**config.mk**
```make
export PLATFORM = sky130hd
export DESIGN_NAME = button_debounce_click_hold
export DESIGN_NICKNAME = d
export VERILOG_FILES = /design/src/rtl/bdch_pkg.sv /design/src/rtl/button_debounce_click_hold.sv
export SDC_FILE = /design/constraint.sdc
export NUM_CORES = 1
export LEC_CHECK = 0
export ABC_CLOCK_PERIOD_IN_PS = 9300
export BUFFER_PORTS_ARGS = -buffer_cell sky130_fd_sc_hd__buf_2
export CORE_MARGIN = 2
export CORE_UTILIZATION = 39
export CTS_CLUSTER_SIZE = 8
export DETAILED_ROUTE_END_ITERATION = 16
export HOLD_SLACK_MARGIN = 0.08
export MAX_ROUTING_LAYER = met4
export SYNTH_ARGS = -nofsm -noshare
export SYNTH_HDL_FRONTEND = slang
export SYNTH_SLANG_ARGS = --single-unit
```
**constraint.sdc**
```tcl
create_clock -name clk_i -period 9.3 [get_ports clk_i]
set_input_delay 0.93 -clock clk_i [delete_from_list [all_inputs] [get_ports clk_i]]
set_output_delay 0.93 -clock clk_i [all_outputs]
set_load 0.02 [all_outputs]
```
**src/rtl/bdch_pkg.sv**
```systemverilog
// Shared types and constants for the button debouncer with click and hold events
`timescale 1ns / 1ps
package bdch_pkg;

  localparam int TICK_WIDTH_DEF = 32;
  localparam int CFG_WIDTH = 16;
  localparam int ADDR_WIDTH = 4;

  typedef enum logic [2:0] {
    EV_DOWN  = 3'd0,
    EV_UP    = 3'd1,
    EV_CLICK = 3'd2,
    EV_LONG  = 3'd3,
    EV_HOLD  = 3'd4
  } event_code_e;

  typedef enum logic [1:0] {
    REG_BUTTON_ID  = 2'd0,
    REG_DEBOUNCE   = 2'd1,
    REG_LONG_CLICK = 2'd2,
    REG_HOLD       = 2'd3
  } reg_index_e;

  localparam logic [CFG_WIDTH-1:0] BUTTON_ID_RST  = 16'd0;
  localparam logic [CFG_WIDTH-1:0] DEBOUNCE_RST   = 16'd10;
  localparam logic [CFG_WIDTH-1:0] LONG_CLICK_RST = 16'd1000;
  localparam logic [CFG_WIDTH-1:0] HOLD_RST       = 16'd1500;

endpackage

```
**src/rtl/button_debounce_click_hold.sv**
```systemverilog
// Top level: button debouncer with down, up, click, long click and hold events
//
//   channel  direction  handshake                payload
//   in       sink       in_valid_i / in_ready_o   pin_level_i
//   out      source     out_valid_o / out_ready_i event_code_o, source_id_o,
//                                                 is_pressed_o, last_event_o
//   cfg      APB slave  psel/penable/pwrite/pready paddr, pwdata, prdata
//
// One tick is folded into the state in the cycle it is accepted; its 0 to 3
// event words are loaded into a three-entry result buffer and leave one word
// per cycle while out_ready_i is high.
// A new tick is taken once the buffer holds at most its final word being taken.
// Reset clears the tick counter, pressed, pending and hold flags and the buffer.
// A stalled output holds the buffer and blocks further ticks.
`timescale 1ns / 1ps
module button_debounce_click_hold
  import bdch_pkg::*;
#(
  parameter int TICK_WIDTH = TICK_WIDTH_DEF
) (
  input  logic                  clk_i,
  input  logic                  rst_ni,
  input  logic                  in_valid_i,
  output logic                  in_ready_o,
  input  logic                  pin_level_i,
  output logic                  out_valid_o,
  input  logic                  out_ready_i,
  output logic [2:0]            event_code_o,
  output logic [CFG_WIDTH-1:0]  source_id_o,
  output logic                  is_pressed_o,
  output logic                  last_event_o,
  input  logic                  psel,
  input  logic                  penable,
  input  logic                  pwrite,
  input  logic [ADDR_WIDTH-1:0] paddr,
  input  logic [31:0]           pwdata,
  output logic [31:0]           prdata,
  output logic                  pready
);

  logic [CFG_WIDTH-1:0] button_id_q, debounce_q, long_click_q, hold_q;

  logic [TICK_WIDTH-1:0] tick_q, tick_d;
  logic                  pressed_q, pressed_d;
  logic                  pending_q, pending_d;
  logic                  hold_fired_q, hold_fired_d;
  logic [TICK_WIDTH-1:0] change_start_q, change_start_d;
  logic [TICK_WIDTH-1:0] press_start_q, press_start_d;

  event_code_e           ev_q [3];
  event_code_e           ev_d [3];
  logic [1:0]            cnt_q, cnt_d;
  logic [1:0]            n_ev;
  logic [1:0]            base;
  logic                  out_pressed_q;
  logic [CFG_WIDTH-1:0]  id_q;

  logic                  in_fire, out_fire, cfg_wr;
  logic                  level_pressed, start_change, hold_hit, expire, long_press;
  logic [TICK_WIDTH-1:0] el_press, el_change;

  // configuration port
  assign pready = 1'b1;
  assign cfg_wr = psel & penable & pwrite & pready;

  always_ff @(posedge clk_i or negedge rst_ni) begin
    if (!rst_ni) begin
      button_id_q  <= BUTTON_ID_RST;
      debounce_q   <= DEBOUNCE_RST;
      long_click_q <= LONG_CLICK_RST;
      hold_q       <= HOLD_RST;
    end else if (cfg_wr) begin
      unique case (reg_index_e'(paddr[3:2]))
        REG_BUTTON_ID:  button_id_q  <= pwdata[CFG_WIDTH-1:0];
        REG_DEBOUNCE:   debounce_q   <= pwdata[CFG_WIDTH-1:0];
        REG_LONG_CLICK: long_click_q <= pwdata[CFG_WIDTH-1:0];
        REG_HOLD:       hold_q       <= pwdata[CFG_WIDTH-1:0];
        default:        ;
      endcase
    end
  end

  always_comb begin
    unique case (reg_index_e'(paddr[3:2]))
      REG_BUTTON_ID:  prdata = 32'(button_id_q);
      REG_DEBOUNCE:   prdata = 32'(debounce_q);
      REG_LONG_CLICK: prdata = 32'(long_click_q);
      REG_HOLD:       prdata = 32'(hold_q);
      default:        prdata = '0;
    endcase
  end

  // handshakes
  assign out_valid_o = (cnt_q != 2'd0);
  assign out_fire    = out_valid_o & out_ready_i;
  assign in_ready_o  = (cnt_q == 2'd0) | ((cnt_q == 2'd1) & out_ready_i);
  assign in_fire     = in_valid_i & in_ready_o;

  // one tick of state update
  assign level_pressed = ~pin_level_i;
  assign tick_d        = tick_q + TICK_WIDTH'(1);
  assign start_change  = (level_pressed != pressed_q) & ~pending_q;
  assign change_start_d = start_change ? tick_d : change_start_q;
  assign el_press      = tick_d - press_start_q;
  assign el_change     = tick_d - change_start_d;
  assign hold_hit      = pressed_q & ~hold_fired_q & (el_press >= TICK_WIDTH'(hold_q));
  assign expire        = (pending_q | start_change) & (el_change > TICK_WIDTH'(debounce_q));
  assign long_press    = (el_press >= TICK_WIDTH'(long_click_q));

  assign pending_d     = (pending_q | start_change) & ~expire;
  assign pressed_d     = expire ? level_pressed : pressed_q;
  assign hold_fired_d  = expire ? 1'b0 : (hold_fired_q | hold_hit);
  assign press_start_d = (expire & level_pressed) ? tick_d : press_start_q;

  always_comb begin
    ev_d = '{EV_DOWN, EV_DOWN, EV_DOWN};
    base = hold_hit ? 2'd1 : 2'd0;
    n_ev = base;
    if (hold_hit) begin
      ev_d[0] = EV_HOLD;
    end
    if (expire) begin
      if (level_pressed) begin
        ev_d[base] = EV_DOWN;
        n_ev       = base + 2'd1;
      end else begin
        ev_d[base]        = EV_UP;
        ev_d[base + 2'd1] = long_press ? EV_LONG : EV_CLICK;
        n_ev              = base + 2'd2;
      end
    end
  end

  always_comb begin
    cnt_d = cnt_q;
    if (in_fire) begin
      cnt_d = n_ev;
    end else if (out_fire) begin
      cnt_d = cnt_q - 2'd1;
    end
  end

  always_ff @(posedge clk_i or negedge rst_ni) begin
    if (!rst_ni) begin
      tick_q         <= '0;
      pressed_q      <= 1'b0;
      pending_q      <= 1'b0;
      hold_fired_q   <= 1'b0;
      change_start_q <= '0;
      press_start_q  <= '0;
      cnt_q          <= 2'd0;
    end else begin
      cnt_q <= cnt_d;
      if (in_fire) begin
        tick_q         <= tick_d;
        pressed_q      <= pressed_d;
        pending_q      <= pending_d;
        hold_fired_q   <= hold_fired_d;
        change_start_q <= change_start_d;
        press_start_q  <= press_start_d;
      end
    end
  end

  // result buffer, head at entry 0
  always_ff @(posedge clk_i) begin
    if (in_fire) begin
      ev_q          <= ev_d;
      out_pressed_q <= pressed_d;
      id_q          <= button_id_q;
    end else if (out_fire) begin
      ev_q[0] <= ev_q[1];
      ev_q[1] <= ev_q[2];
    end
  end

  assign event_code_o = ev_q[0];
  assign source_id_o  = id_q;
  assign is_pressed_o = out_pressed_q;
  assign last_event_o = (cnt_q == 2'd1);

  a_drain: assert property (@(posedge clk_i) disable iff (!rst_ni)
    (out_fire && last_event_o && !in_fire) |=> !out_valid_o)
    else $error("buffer not empty after final word");

  a_up_released: assert property (@(posedge clk_i) disable iff (!rst_ni)
    (out_valid_o && ((event_code_o == EV_UP) || (event_code_o == EV_CLICK)
      || (event_code_o == EV_LONG))) |-> !is_pressed_o)
    else $error("release word while pressed");

  a_down_pressed: assert property (@(posedge clk_i) disable iff (!rst_ni)
    (out_valid_o && (event_code_o == EV_DOWN)) |-> is_pressed_o)
    else $error("down word while released");

endmodule

```
== Word-level counts from Yosys, hierarchy flattened ==
Index checks and enable logic that the tools add are counted.
Storage, ports and cells
  register bits after elaboration: 191
  input bits: 44
  output and inout port bits: 56
  logic and storage cells: 90
Operators by class
  add/subtract/negate cells: 6
  order comparisons: 7
  equal/unequal tests: 5
  muxes and demuxes: 20
  bitwise gates (word level): 25
  reduce and logical (&&, ||, !) cells: 11
Operator list (number)
  $pmux W32 S4: 1
  $ge A32 B16 Y1: 2
  $sub A32 B32 Y32: 2
  $add A32 B1 Y32 const B: 1
  $gt A32 B16 Y1: 1
  $mux W32: 1
  $mux W9: 2
  $demux W3 S2: 2
  $mux W6: 2
  $and A1 B1 Y1: 11
  $reduce_and A2 Y1: 5
  $and A9 B9 Y9: 1
  $bwmux W9: 1
  $mux W3: 3
  $not A9 Y9: 1
  $mux W2: 4
  $and A6 B6 Y6: 1
  $ge A3 B3 Y1 const B: 2
  $lt A3 B1 Y1 const B: 2
  $not A6 Y6: 1
  $eq A2 B1 Y1 const B: 2
  $eq A2 B2 Y1 const B: 2
  $logic_not A2 Y1: 2
  $mux W1: 4
  11 further kinds: 18

== Logic depth before layout (Yosys ltp) ==
Gate-level depths: netlist (run 1).
  word-level depth: 16
  gate-level depth with buffers: 32
  depth with buffers taken out: 26

== Worst setup path before layout (run 1) ==
No wires, ideal clock.
  kind: input to register
  start: input port pin_level_i
  end: register ev_q[3] (netlist bit), data pin
  setup time: 0.257 ns
  arrival: 6.920 ns
  data required time: 9.043 ns
  setup slack: 2.124 ns
  stages on the path: 29
  buffers on the path: 6
  path through: buf_2 xnor2_1 nand2_1 clkbuf_1 clkbuf_1 clkbuf_1 clkbuf_1 a21oi_1 ha_1 nor2b_1 o31a_1 o22a_1 a221o_1 a31oi_4 o2bb2ai_2 a21oi_1 xnor2_1 ha_1 a21o_1 a211oi_1 a22o_1 o2111ai_1 nor4_1 nand4_1 nor4_2 nand4_4 and2_1 buf_6 a32o_1
Between the ends
  word-level cells in the longest chain between the ends: 9
RTL lines
  start: declaration: line button_debounce_click_hold.sv:25  | input logic pin_level_i,
  $not A1 Y1: line button_debounce_click_hold.sv:100  | assign level_pressed = ~pin_level_i;
  $ne A1 B1 Y1: line button_debounce_click_hold.sv:102  | assign start_change = (level_pressed != pressed_q) & ~pending_q;
  $and A1 B1 Y1: line button_debounce_click_hold.sv:102
  $mux W32: line button_debounce_click_hold.sv:103  | assign change_start_d = start_change ? tick_d : change_start_q;
  $sub A32 B32 Y32: line button_debounce_click_hold.sv:105  | assign el_change = tick_d - change_start_d;
  $gt A32 B16 Y1: line button_debounce_click_hold.sv:107  | assign expire = (pending_q | start_change) & (el_change > TICK_WIDTH'(debounce_q));
  $and A1 B1 Y1: line button_debounce_click_hold.sv:107
  $mux W9 *: line button_debounce_click_hold.sv:122  | if (expire) begin
  $mux W6 *: line button_debounce_click_hold.sv:167  | if (in_fire) begin
  end signal: assignment: line button_debounce_click_hold.sv:168  | ev_q <= ev_d;
  end: declaration: line button_debounce_click_hold.sv:50  | event_code_e ev_q [3];
Mark *: on every way between the ends. The rest lies on a longest branch, timed or not.
A chain may end at the register's enable or synchronous reset.

== Worst setup path in the final report (run 1) ==
  start: register tick_q[0]
  end: register press_start_q[31]
Between the ends
  word-level cells in the longest chain between the ends: 7
RTL lines
  start: declaration: line button_debounce_click_hold.sv:43  | logic [TICK_WIDTH-1:0] tick_q, tick_d;
  start signal: assignment: line button_debounce_click_hold.sv:155  | tick_q <= tick_d;
  $add A32 B1 Y32 *: line button_debounce_click_hold.sv:101  | assign tick_d = tick_q + TICK_WIDTH'(1);
  $mux W32: line button_debounce_click_hold.sv:103
  $sub A32 B32 Y32: line button_debounce_click_hold.sv:105
  $gt A32 B16 Y1: line button_debounce_click_hold.sv:107
  $and A1 B1 Y1: line button_debounce_click_hold.sv:107
  $and A1 B1 Y1: line button_debounce_click_hold.sv:113  | assign press_start_d = (expire & level_pressed) ? tick_d : press_start_q;
  $reduce_and A2 Y1 (no line)
  end signal: assignment: line button_debounce_click_hold.sv:160  | press_start_q <= press_start_d;
  end: declaration: line button_debounce_click_hold.sv:48  | logic [TICK_WIDTH-1:0] press_start_q, press_start_d;
Marks and branches as above.

==> results of run 1 <==
## how the worst max path moves through the flow
| stage | end | slack (ns) | cells past startpoint |
|---|---|---|---|
| final | press_start_q[31]$_DFFE_PN0P_ | 1.57 | 25 |
| after global placement | press_start_q[31]$_DFFE_PN0P_ | 1.30 | 24 |
| after detailed placement | press_start_q[31]$_DFFE_PN0P_ | 1.19 | 24 |
| after floorplan | ev_q[3]$_DFFE_PP_ | 2.12 | 29 |
| after global routing | press_start_q[31]$_DFFE_PN0P_ | 1.05 | 25 |
| after CTS | press_start_q[31]$_DFFE_PN0P_ | 1.61 | 25 |
## cell type report
cell class	instances	area [µm²]	share of cell area, %
clock buffers	20	446.7	2.754
clock inverters	12	132.6	0.8178
inverters	144	540.5	3.333
multi-input cells	1247	9158	56.47
flip-flops and latches	189	4868	30.02
well taps	511	639.4	3.943
repair buffers	78	431.7	2.662
## power by group
part,leakage [nW],internal (mW),total [mW],switching [mW]
logic,4.82,1.63,4.01,2.38
clock network,0.283,0.385,0.753,0.367
registers,2.25,1.10,1.28,0.185
## state kept, by name, summed over array words and instances (netlist names), 2 cells and up
signal	flops
button_id_q	16
change_start_q	32
cnt_q	2
debounce_q	16
ev_q	4
event_code_o	3
hold_q	16
long_click_q	16
press_start_q	32
source_id_o	16
tick_q	32
## routing by layer
metal	track usage, %	up-vias	wire length, µm
met5	-	-	0
met4	5.816	0	643
met3	2.537	42	1488
met2	34.95	251	19380
met1	30.97	6178	20500
li1	-	5973	-
## layout by cell type, fill, tap and decap left out, drive strengths merged, types with 38 or more instances in the layout
master,netlist,routed
a21oi,97,97
buf,48,78
dfrtp,150,150
ha,106,106
inv,143,148
mux2,64,64
mux2i,38,38
nand2,142,142
nor2,117,117
o21ai,103,103
xnor2,64,64
xor2,40,40
## cell families after synthesis
kind of cell | Yosys count | synth area share [%]
AO/OA/AOI/OAI | 412 | 18.41
XOR/XNOR | 108 | 6.781
adder cells (fa/ha/maj) | 115 | 9.595
buffers and inverters | 241 | 6.831
flip-flops | 189 | 32.49
multiplexers | 118 | 9.754
other | 2 | 0.05012
AND/OR/NAND/NOR | 477 | 16.08
## through the flow
step	util [%]	power, mW	hold WS, ns	cell area [µm²]	worst slack, ns
2_1_floorplan	-	4.269	0.4382	15040	2.124
3_3_place_gp	41.42	5.187	0.4506	15640	1.304
3_5_place_dp	41.42	5.267	0.4547	15640	1.194
4_1_cts	42.95	6.063	0.3490	16220	1.606
5_1_grt	42.95	6.627	0.3624	16220	1.050
6_report	42.95	6.046	0.3571	16220	1.567
==> flow_summary_export.csv, run 1 <==
group,metric,value,unit
yosys,synth.most_common_cell,"dfrtp_1",
layout,drive_gt1_share,14.08,%
yosys,syn_inst,1662,
yosys,synth_area_leaders,"dfrtp_1 (25%), ha_1 (8.9%), edfxtp_1 (4.8%)",
layout,fin_nets,1829,
grt,grt-ovfl-total,0,
setup_path,crit_type,"reg2reg",
grt,grt_pass1_wl,66940,µm
yosys,postSynthAreaPerCell,9.015,µm²
clock_network,clk_pin_slew,0.07,ns
outcome,outcome,"finished, final reports clean",
place,place_hpwl,32040,µm
yosys,synth_edf_count,24,
clock_network,cts_sinks,189,
yosys,netlist.area_leader.share,25.05,%
setup_path,cp_top_family,"simple AND/OR/NAND/NOR gates",
clock_network,cts_made_buffers,17,
setup_path,critical_path.startpoint,"tick_q[0]$_DFFE_PN0P_",
setup_path,endpoint_kind,"flip-flop",
setup_path,worstPathMaxFanout,32,
layout,fillers,3665,
power_and_ir_drop,p_leak,7.353,nW
detailed_routing,dr_total_vias,12440,
yosys,yosysTopAreaCell,"dfrtp_1",
grt,grt_max_degree,75,
detailed_routing,ant_nets,0,
detailed_routing,post_drt_wl_per_cell,19.08,µm
detailed_routing,dr.pass1.iters,5,
grt,first_global_vias,12120,
detailed_routing,routed_wl,42000,µm
grt,antenna_found_initial,0,
timing,slew_headroom,28.42,%
run,drv_cap,0,
timing,worst_slew_pin_slew,1.070,ns
clock_network,cts_buffer_depth,2,
die,num_io_pins,100,
setup_path,cp_data_arrival_time,8.07,ns
timing,min_period,7.733,ns
timing,rsz0062_at_grt,"false",
die,start_util,39.69,%
layout,n_antenna_cell,0,
layout,area_growth,8.234,%
die,die_x,200.0,µm
layout,final_cells,2201,
clock_network,cts_hold_buf,0,
setup_path,worstPathRequired,9.64,ns
clock_network,cts_root_buffer,"clkbuf_16",
timing,min_period_over_period,83.15,%
clock_network,cts_tree,"built",
yosys,netlist_area,14980,µm²
yosys,ys_types,105,
clock_network,clk_latency,0.46,ns
timing,fmax,0.1293,GHz
timing,slew_viol_final,0,
setup_path,r2r_setup_slack,1.57,ns
die,fp.dieArea,40000,µm²
die,rows,71,
worst_hold_path,hp-class,"in2async",
die,core,37760,µm²
timing,clock_skew,0.01724,ns
setup_path,worstReg2RegEnd,"press_start_q[31]$_DFFE_PN0P_",
grt,grt.total_usage,22.38,%
place,dp_cells,2169,
setup_path,slowest_delay,0.76,ns
detailed_routing,drc,0,
place,port_buffers,64,
power_and_ir_drop,peakVddDrop,0.1628,mV
setup_path,reg2reg_from,"tick_q[0]$_DFFE_PN0P_",
yosys,synth-seq-cells,189,
power_and_ir_drop,p_per_area,372.8,nW/µm²
timing,setup_viol,0,
place,gp_congestion,0.8869,
clock_network,htree_num_levels,4,
detailed_routing,first_iter_violations,1009,
timing,finalHoldViolCount,0,
setup_path,cp_slowest_cell,"o32ai_1",
clock_network,post_cts_resized,0,
yosys,async_flop_share,87.30,%
clock_network,cts_setup_buffers,0,
setup_path,start_kind,"flip-flop",
yosys,ys_warn_count,0,
yosys,synthTopCellsByCount,"dfrtp_1 (150), inv_1 (142), nand2_1 (141), nor2_1 (116), ha_1 (106)",
yosys,synth_seq_area_share,32.49,%
detailed_routing,vias_per_cell,5.654,
yosys,synth_ff_type,"dfrtp_1",
setup_path,reg2reg_depth,25,
setup_path,worst-path-buf-inv,0,
timing,setup_tns,0,ns
die,die_y,200.0,µm
(Power assumes the default switching activity.)
==> run 2, diff against run 1 <==
--- a/config.mk
+++ b/config.mk
@@ -5,7 +5,8 @@
 export SDC_FILE = /design/constraint.sdc
 export NUM_CORES = 1
 export LEC_CHECK = 0
-export ABC_CLOCK_PERIOD_IN_PS = 9300
+export ABC_AREA = 1
+export ABC_CLOCK_PERIOD_IN_PS = 6500
 export BUFFER_PORTS_ARGS = -buffer_cell sky130_fd_sc_hd__buf_2
 export CORE_MARGIN = 2
 export CORE_UTILIZATION = 39
==> constraint.sdc (replaced) <==
create_clock -name clk_i -period 6.5 [get_ports clk_i]
set_input_delay 0.65 -clock clk_i [delete_from_list [all_inputs] [get_ports clk_i]]
set_output_delay 0.65 -clock clk_i [all_outputs]
set_load 0.02 [all_outputs]
==> flow_summary_export.csv, run 2 <==
group,metric,value,unit
power_and_ir_drop,power,9.571,mW
place,placed_cell_area,15230,µm²
clock_network,cts_made_buffers,17,
layout,area_growth,9.702,%
yosys,synth_mux_area_share,0,%
die,die_y,196.4,µm
timing,clock_skew,0.02061,ns
detailed_routing,first_iter_violations,1002,
grt,grt.total_usage,22.19,%
yosys,synth_fa_ha_area_share,9.468,%
timing,slew_headroom,16.88,%
yosys,synth_xor_area_share,3.008,%
die,start_util,39.51,%
setup_path,critical_path.startpoint,"pressed_q$_DFFE_PN0P_",
die,num_io_pins,100,
setup_path,r2r_setup_slack,0.48,ns
setup_path,cp_data_arrival_time,6.40,ns
timing,finalHoldViolCount,0,
yosys,netlist_area,14430,µm²
grt,antenna_found_initial,0,
yosys,synth_edf_count,24,
layout,n_antenna_cell,0,
grt,grt_pass1_wl,65450,µm
setup_path,cp_slowest_cell,"fa_1",
yosys,synthSimpleGateAreaFrac,29.60,%
grt,grt-ovfl-total,0,
yosys,synth_ff_type,"dfrtp_1",
place,place_hpwl,31560,µm
setup_path,reg2reg_from,"pressed_q$_DFFE_PN0P_",
yosys,async_flop_share,87.30,%
clock_network,cts_sinks,189,
setup_path,slowest_delay,0.49,ns
power_and_ir_drop,p_per_area,604.5,nW/µm²
layout,mostFrequentLayoutCells,"nand2_1 (622), inv_1 (307), o21ai_0 (187)",
layout,largestRegisters,"change_start_q x32, press_start_q x32, tick_q x32",
yosys,netlist.area_leader.share,26.01,%
clock_network,htree_num_levels,4,
yosys,synth_seq_area_share,33.74,%
worst_hold_path,hp-class,"in2async",
layout,final_cells,2594,
layout,drive_gt1_share,10.58,%
timing,setup_viol,0,
clock_network,cts_hold_buf,0,
clock_network,clk_latency,0.46,ns
timing,worst_slew_pin_slew,1.242,ns
die,fp.dieArea,38560,µm²
detailed_routing,routed_wl,40660,µm
layout,fin_nets,2265,
setup_path,worstReg2RegEnd,"press_start_q[20]$_DFFE_PN0P_",
layout,final_cell_area,15830,µm²
grt,first_global_vias,12480,
clock_network,cts_buffer_depth,2,
yosys,synthTopCellsByCount,"nand2_1 (622), inv_1 (307), o21ai_0 (187), dfrtp_1 (150), nor2_1 (125)",
timing,min_period,6.025,ns
outcome,outcome,"finished, final reports clean",
detailed_routing,vias_per_cell,5.071,
detailed_routing,dr_total_vias,13160,
yosys,synth_compound_area_share,13.33,%
timing,min_period_over_period,92.69,%
layout,final_common_cell,"nand2_1",
place,port_buffers,64,
clock_network,cts_root_buffer,"clkbuf_16",
yosys,syn_inst,2051,
yosys,synth_top_family_by_area,"simple AND/OR/NAND/NOR gates",
detailed_routing,ant_nets,0,
grt,grt_max_degree,89,
clock_network,cts_setup_buffers,0,
yosys,ys_warn_count,0,
place,dp_cells,2562,
power_and_ir_drop,p_leak,8.189,nW
timing,rsz0062_at_grt,"false",
yosys,postSynthAreaPerCell,7.036,µm²
yosys,synth-seq-cells,189,
detailed_routing,post_drt_wl_per_cell,15.67,µm
setup_path,worstPathRequired,6.87,ns
yosys,synth.most_common_cell,"nand2_1",
yosys,ys_types,59,
die,rows,70,
timing,setup_tns,0,ns
setup_path,cp.depth,32,
place,gp_congestion,0.9719,
die,core,36520,µm²
yosys,synth_area_leaders,"dfrtp_1 (26%), nand2_1 (16%), ha_1 (9.2%)",
layout,utilization,43.35,%
setup_path,crit_type,"reg2reg",
run,drv_cap,0,
setup_path,reg2reg_depth,32,
setup_path,crit_top_cell,"nand2_1",
power_and_ir_drop,peakVddDrop,0.2689,mV
yosys,yosysTopAreaCell,"dfrtp_1",
clock_network,clk_pin_slew,0.07,ns
setup_path,crit_path_end,"press_start_q[20]$_DFFE_PN0P_",
clock_network,post_cts_resized,0,
timing,fmax,0.1660,GHz
detailed_routing,dr.pass1.iters,5,
setup_path,start_kind,"flip-flop",
setup_path,worstPathMaxFanout,51,
timing,slew_viol_final,0,
setup_path,endpoint_kind,"flip-flop",
die,die_x,196.4,µm
detailed_routing,drc,0,
setup_path,cp_top_family,"simple AND/OR/NAND/NOR gates",
clock_network,cts_tree,"built",
setup_path,worst-path-buf-inv,5,
run 2: cell types whose count changed in the layout (fill, tap and decap cells not counted), sizes merged, moves of 16 or more:
cell / change
nand2: +514
inv: +173
o21ai: +111
nand3: +86
mux2: -64
xnor2: -53
mux2i: -38
a21o: -32
a21oi: -28
nor2: +22
and2: -18
nor2b: -18
mux4: -16
run 2: per-stage QoR:
step / hold WS [ns] / worst slack (ns)
after floorplan: 0.3544 / 1.111
after global placement: 0.4583 / 0.4102
after detailed placement: 0.4595 / 0.2375
after CTS: 0.2819 / 0.5552
after global routing: 0.3202 / 0.03852
final: 0.2419 / 0.4755
run 2: final cells by class:
class                           instances  area, µm²
Clock buffer                           21      450.4
Clock inverter                         11      151.4
Fill cell                            3739      20690
Inverter                              315       1185
Multi-Input combinational cell       1499       8061
Sequential cell                       189       4868
Tap cell                              468      585.6
Timing Repair Buffer                   91      529.3
run 2: per-layer routing:
layer  global-route usage [%]  vias up  routed length (µm)
met1                    30.72     6143               19990
li1                         -     6699                   -
met5                        -        -                   0
met4                    4.882        0                 473
met3                    3.285       29                1870
met2                    34.50      284               18320
run 2: how the worst min path moves through the flow:
stage,end,cells after the start,startpoint
after global routing,press_start_q[30]$_DFFE_PN0P_,1,rst_ni
final,press_start_q[30]$_DFFE_PN0P_,1,rst_ni
after detailed placement,press_start_q[25]$_DFFE_PN0P_,2,press_start_q[25]$_DFFE_PN0P_
after floorplan,button_id_q[0]$_DFFE_PN0P_,0,rst_ni
after global placement,press_start_q[15]$_DFFE_PN0P_,2,press_start_q[15]$_DFFE_PN0P_
after CTS,press_start_q[30]$_DFFE_PN0P_,1,rst_ni
run 2: power breakdown:
part	internal, mW	total, mW	switching (mW)
combinational	2.38	6.68	4.30
sequential	1.56	1.78	0.224
clock	0.593	1.11	0.516
total	4.53	9.57	5.04
run 2: logic make-up (layout without fill, tap and decap cells):
kind of cell | after synthesis | count (layout)
other | 2 | 17
DFF | 189 | 189
buffers and inverters | 378 | 438
adders and majority gates | 108 | 108
xor gates and xnor gates | 48 | 48
and+or+nand+nor | 989 | 989
AOI/OAI and AO/OA | 337 | 337
==> run 3, diff against run 2 <==
==> constraint.sdc (replaced) <==
create_clock -name clk_i -period 6.5 [get_ports clk_i]
set_input_delay 1.3 -clock clk_i [delete_from_list [all_inputs] [get_ports clk_i]]
set_output_delay 1.3 -clock clk_i [all_outputs]
set_load 0.02 [all_outputs]
==> flow_summary_export.csv, run 3 (synthesis gave the netlist of run 2 again) <==
group,metric,value,unit
outcome,outcome,"finished, final reports clean",
grt,antenna_found_initial,0,
timing,setup_tns,0,ns
layout,seqCellArea,4868,µm²
timing,holdWs,0.4736,ns
layout,final_cell_area,16090,µm²
power_and_ir_drop,p_leak,8.363,nW
clock_network,cts_sinks,189,
grt,grt-ovfl-total,0,
detailed_routing,ant_nets,0,
detailed_routing,routed_wl,40300,µm
layout,n_antenna_cell,0,
layout,fillers,3796,
die,core,36520,µm²
timing,setup_viol,0,
place,port_buffers,64,
timing,worst_slew_pin_slew,1.177,ns
setup_path,worstPathRequired,6.81,ns
grt,first_global_vias,12850,
power_and_ir_drop,p_per_area,606.5,nW/µm²
power_and_ir_drop,power,9.757,mW
layout,utilization,44.05,%
clock_network,clk_pin_slew,0.08,ns
clock_network,cts_root_buffer,"clkbuf_16",
power_and_ir_drop,pwr-share-clk,10.8,%
setup_path,worst-path-buf-inv,8,
die,rows,70,
run,drv_cap,0,
layout,area_growth,11.49,%
layout,final_common_cell,"nand2_1",
power_and_ir_drop,intPower,4.657,mW
timing,finalHoldViolCount,0,
detailed_routing,dr_total_vias,13270,
layout,drive_gt1_share,12.04,%
setup_path,cp_top_family,"simple AND/OR/NAND/NOR gates",
detailed_routing,drc,0,
setup_path,worstPathMaxFanout,13,
layout,multi_input_area,8063,µm²
timing,slew_viol_final,0,
layout,mostFrequentLayoutCells,"nand2_1 (622), inv_1 (307), o21ai_0 (187)",
timing,rsz0062_at_grt,"false",
die,die_y,196.4,µm
setup_path,reg2reg_depth,33,
layout,final_cells,2627,
setup_path,crit_top_cell,"nand2_1",
timing,fin_ws,0.4289,ns
worst_hold_path,hp-class,"reg2reg",
setup_path,cp_data_arrival_time,6.38,ns
timing,min_period,6.071,ns
die,num_io_pins,100,
die,die_x,196.4,µm
layout,largestRegisters,"change_start_q x32, press_start_q x32, tick_q x32",
place,placed_cell_area,15510,µm²
power_and_ir_drop,p_sw,5.100,mW
place,dp_cells,2595,
detailed_routing,first_iter_violations,1013,
clock_network,cts_setup_buffers,0,
timing,clock_skew,0.01193,ns
clock_network,cts_made_buffers,17,
place,gp_congestion,0.9360,
place,pre_cts_ws,-0.06059,ns
power_and_ir_drop,combPwrFrac,70.9,%
place,place_hpwl,32240,µm
clock_network,cts_tree,"built",
die,start_util,39.51,%
setup_path,slowest_delay,0.40,ns
power_and_ir_drop,switching_share,52.27,%
timing,min_period_over_period,93.40,%
detailed_routing,dr.pass1.iters,5,
clock_network,htree_num_levels,4,
timing,fmax,0.1647,GHz
setup_path,start_kind,"input port",
grt,grt.total_usage,22.44,%
grt,grt_max_degree,69,
setup_path,crit_type,"in2reg",
worst_hold_path,holdPathStages,2,
die,fp.dieArea,38560,µm²
clock_network,post_cts_resized,0,
clock_network,cts_hold_buf,0,
detailed_routing,vias_per_cell,5.049,
timing,slew_headroom,21.23,%
setup_path,cp_slowest_cell,"a2111oi_1",
power_and_ir_drop,seq_power_share,18.3,%
clock_network,clk_latency,0.45,ns
grt,grt_pass1_wl,66470,µm
setup_path,endpoint_kind,"flip-flop",
detailed_routing,post_drt_wl_per_cell,15.34,µm
setup_path,cp.depth,39,
power_and_ir_drop,peakVddDrop,0.2480,mV
clock_network,cts_buffer_depth,2,
layout,fin_nets,2298,
## run 3: changes by cell type in the layout (fill, tap and decap cells not counted), sizes merged
cell | previous run | this run
buf | 91 | 124
bufinv | 2 | 0
inv | 321 | 323
clkbuf | 21 | 20
clkinv | 1 | 4
clkinvlp | 2 | 0
## run 3: worst min-delay path: stages (launching register included)
cell     delay (ns)
dfrtp_1        0.35
nand2_1        0.05
nand2_1        0.05
## run 3: worst paths after layout
check                                                   start                        endpoint  slack (ns)
worst max-delay path                              pin_level_i   press_start_q[24]$_DFFE_PN0P_        0.43
worst min-delay path            press_start_q[15]$_DFFE_PN0P_   press_start_q[15]$_DFFE_PN0P_        0.47
worst max register to register          tick_q[0]$_DFFE_PN0P_   press_start_q[24]$_DFFE_PN0P_        0.64
worst min register to register  press_start_q[15]$_DFFE_PN0P_   press_start_q[15]$_DFFE_PN0P_        0.47
max in group asynchronous                              rst_ni  change_start_q[13]$_DFFE_PN0P_        4.40
min in group asynchronous                              rst_ni   press_start_q[28]$_DFFE_PN0P_        0.78
## run 3: final cells by class
cell class                 instances  share of cell area, %
clock inverter                    12                 0.7232
sequential                       189                  30.26
tap                              468                  3.639
inverter                         315                  7.365
clock buffer                      20                  2.838
multi-input combinational       1499                  50.11
timing repair buffer             124                  5.063
## run 3: routing by layer
layer / routed length [µm] / part of all wire (%) / GRT usage, %
met1: 19950 / 50 / 31.36
met2: 17820 / 44 / 34.19
met3: 1675 / 4.2 / 2.909
met4: 857 / 2.1 / 6.341
met5: 0 / 0 / -
## run 3: power groups by stage
stage / sequential, mW / clock, mW / combinational, mW
final: 1.78 / 1.06 / 6.92
after global routing: 1.83 / 1.13 / 7.90
after global placement: 1.79 / 0 / 6.72
after CTS: 1.78 / 1.08 / 6.91
after detailed placement: 1.81 / 0 / 6.87
after floorplan: 1.78 / 0 / 4.86
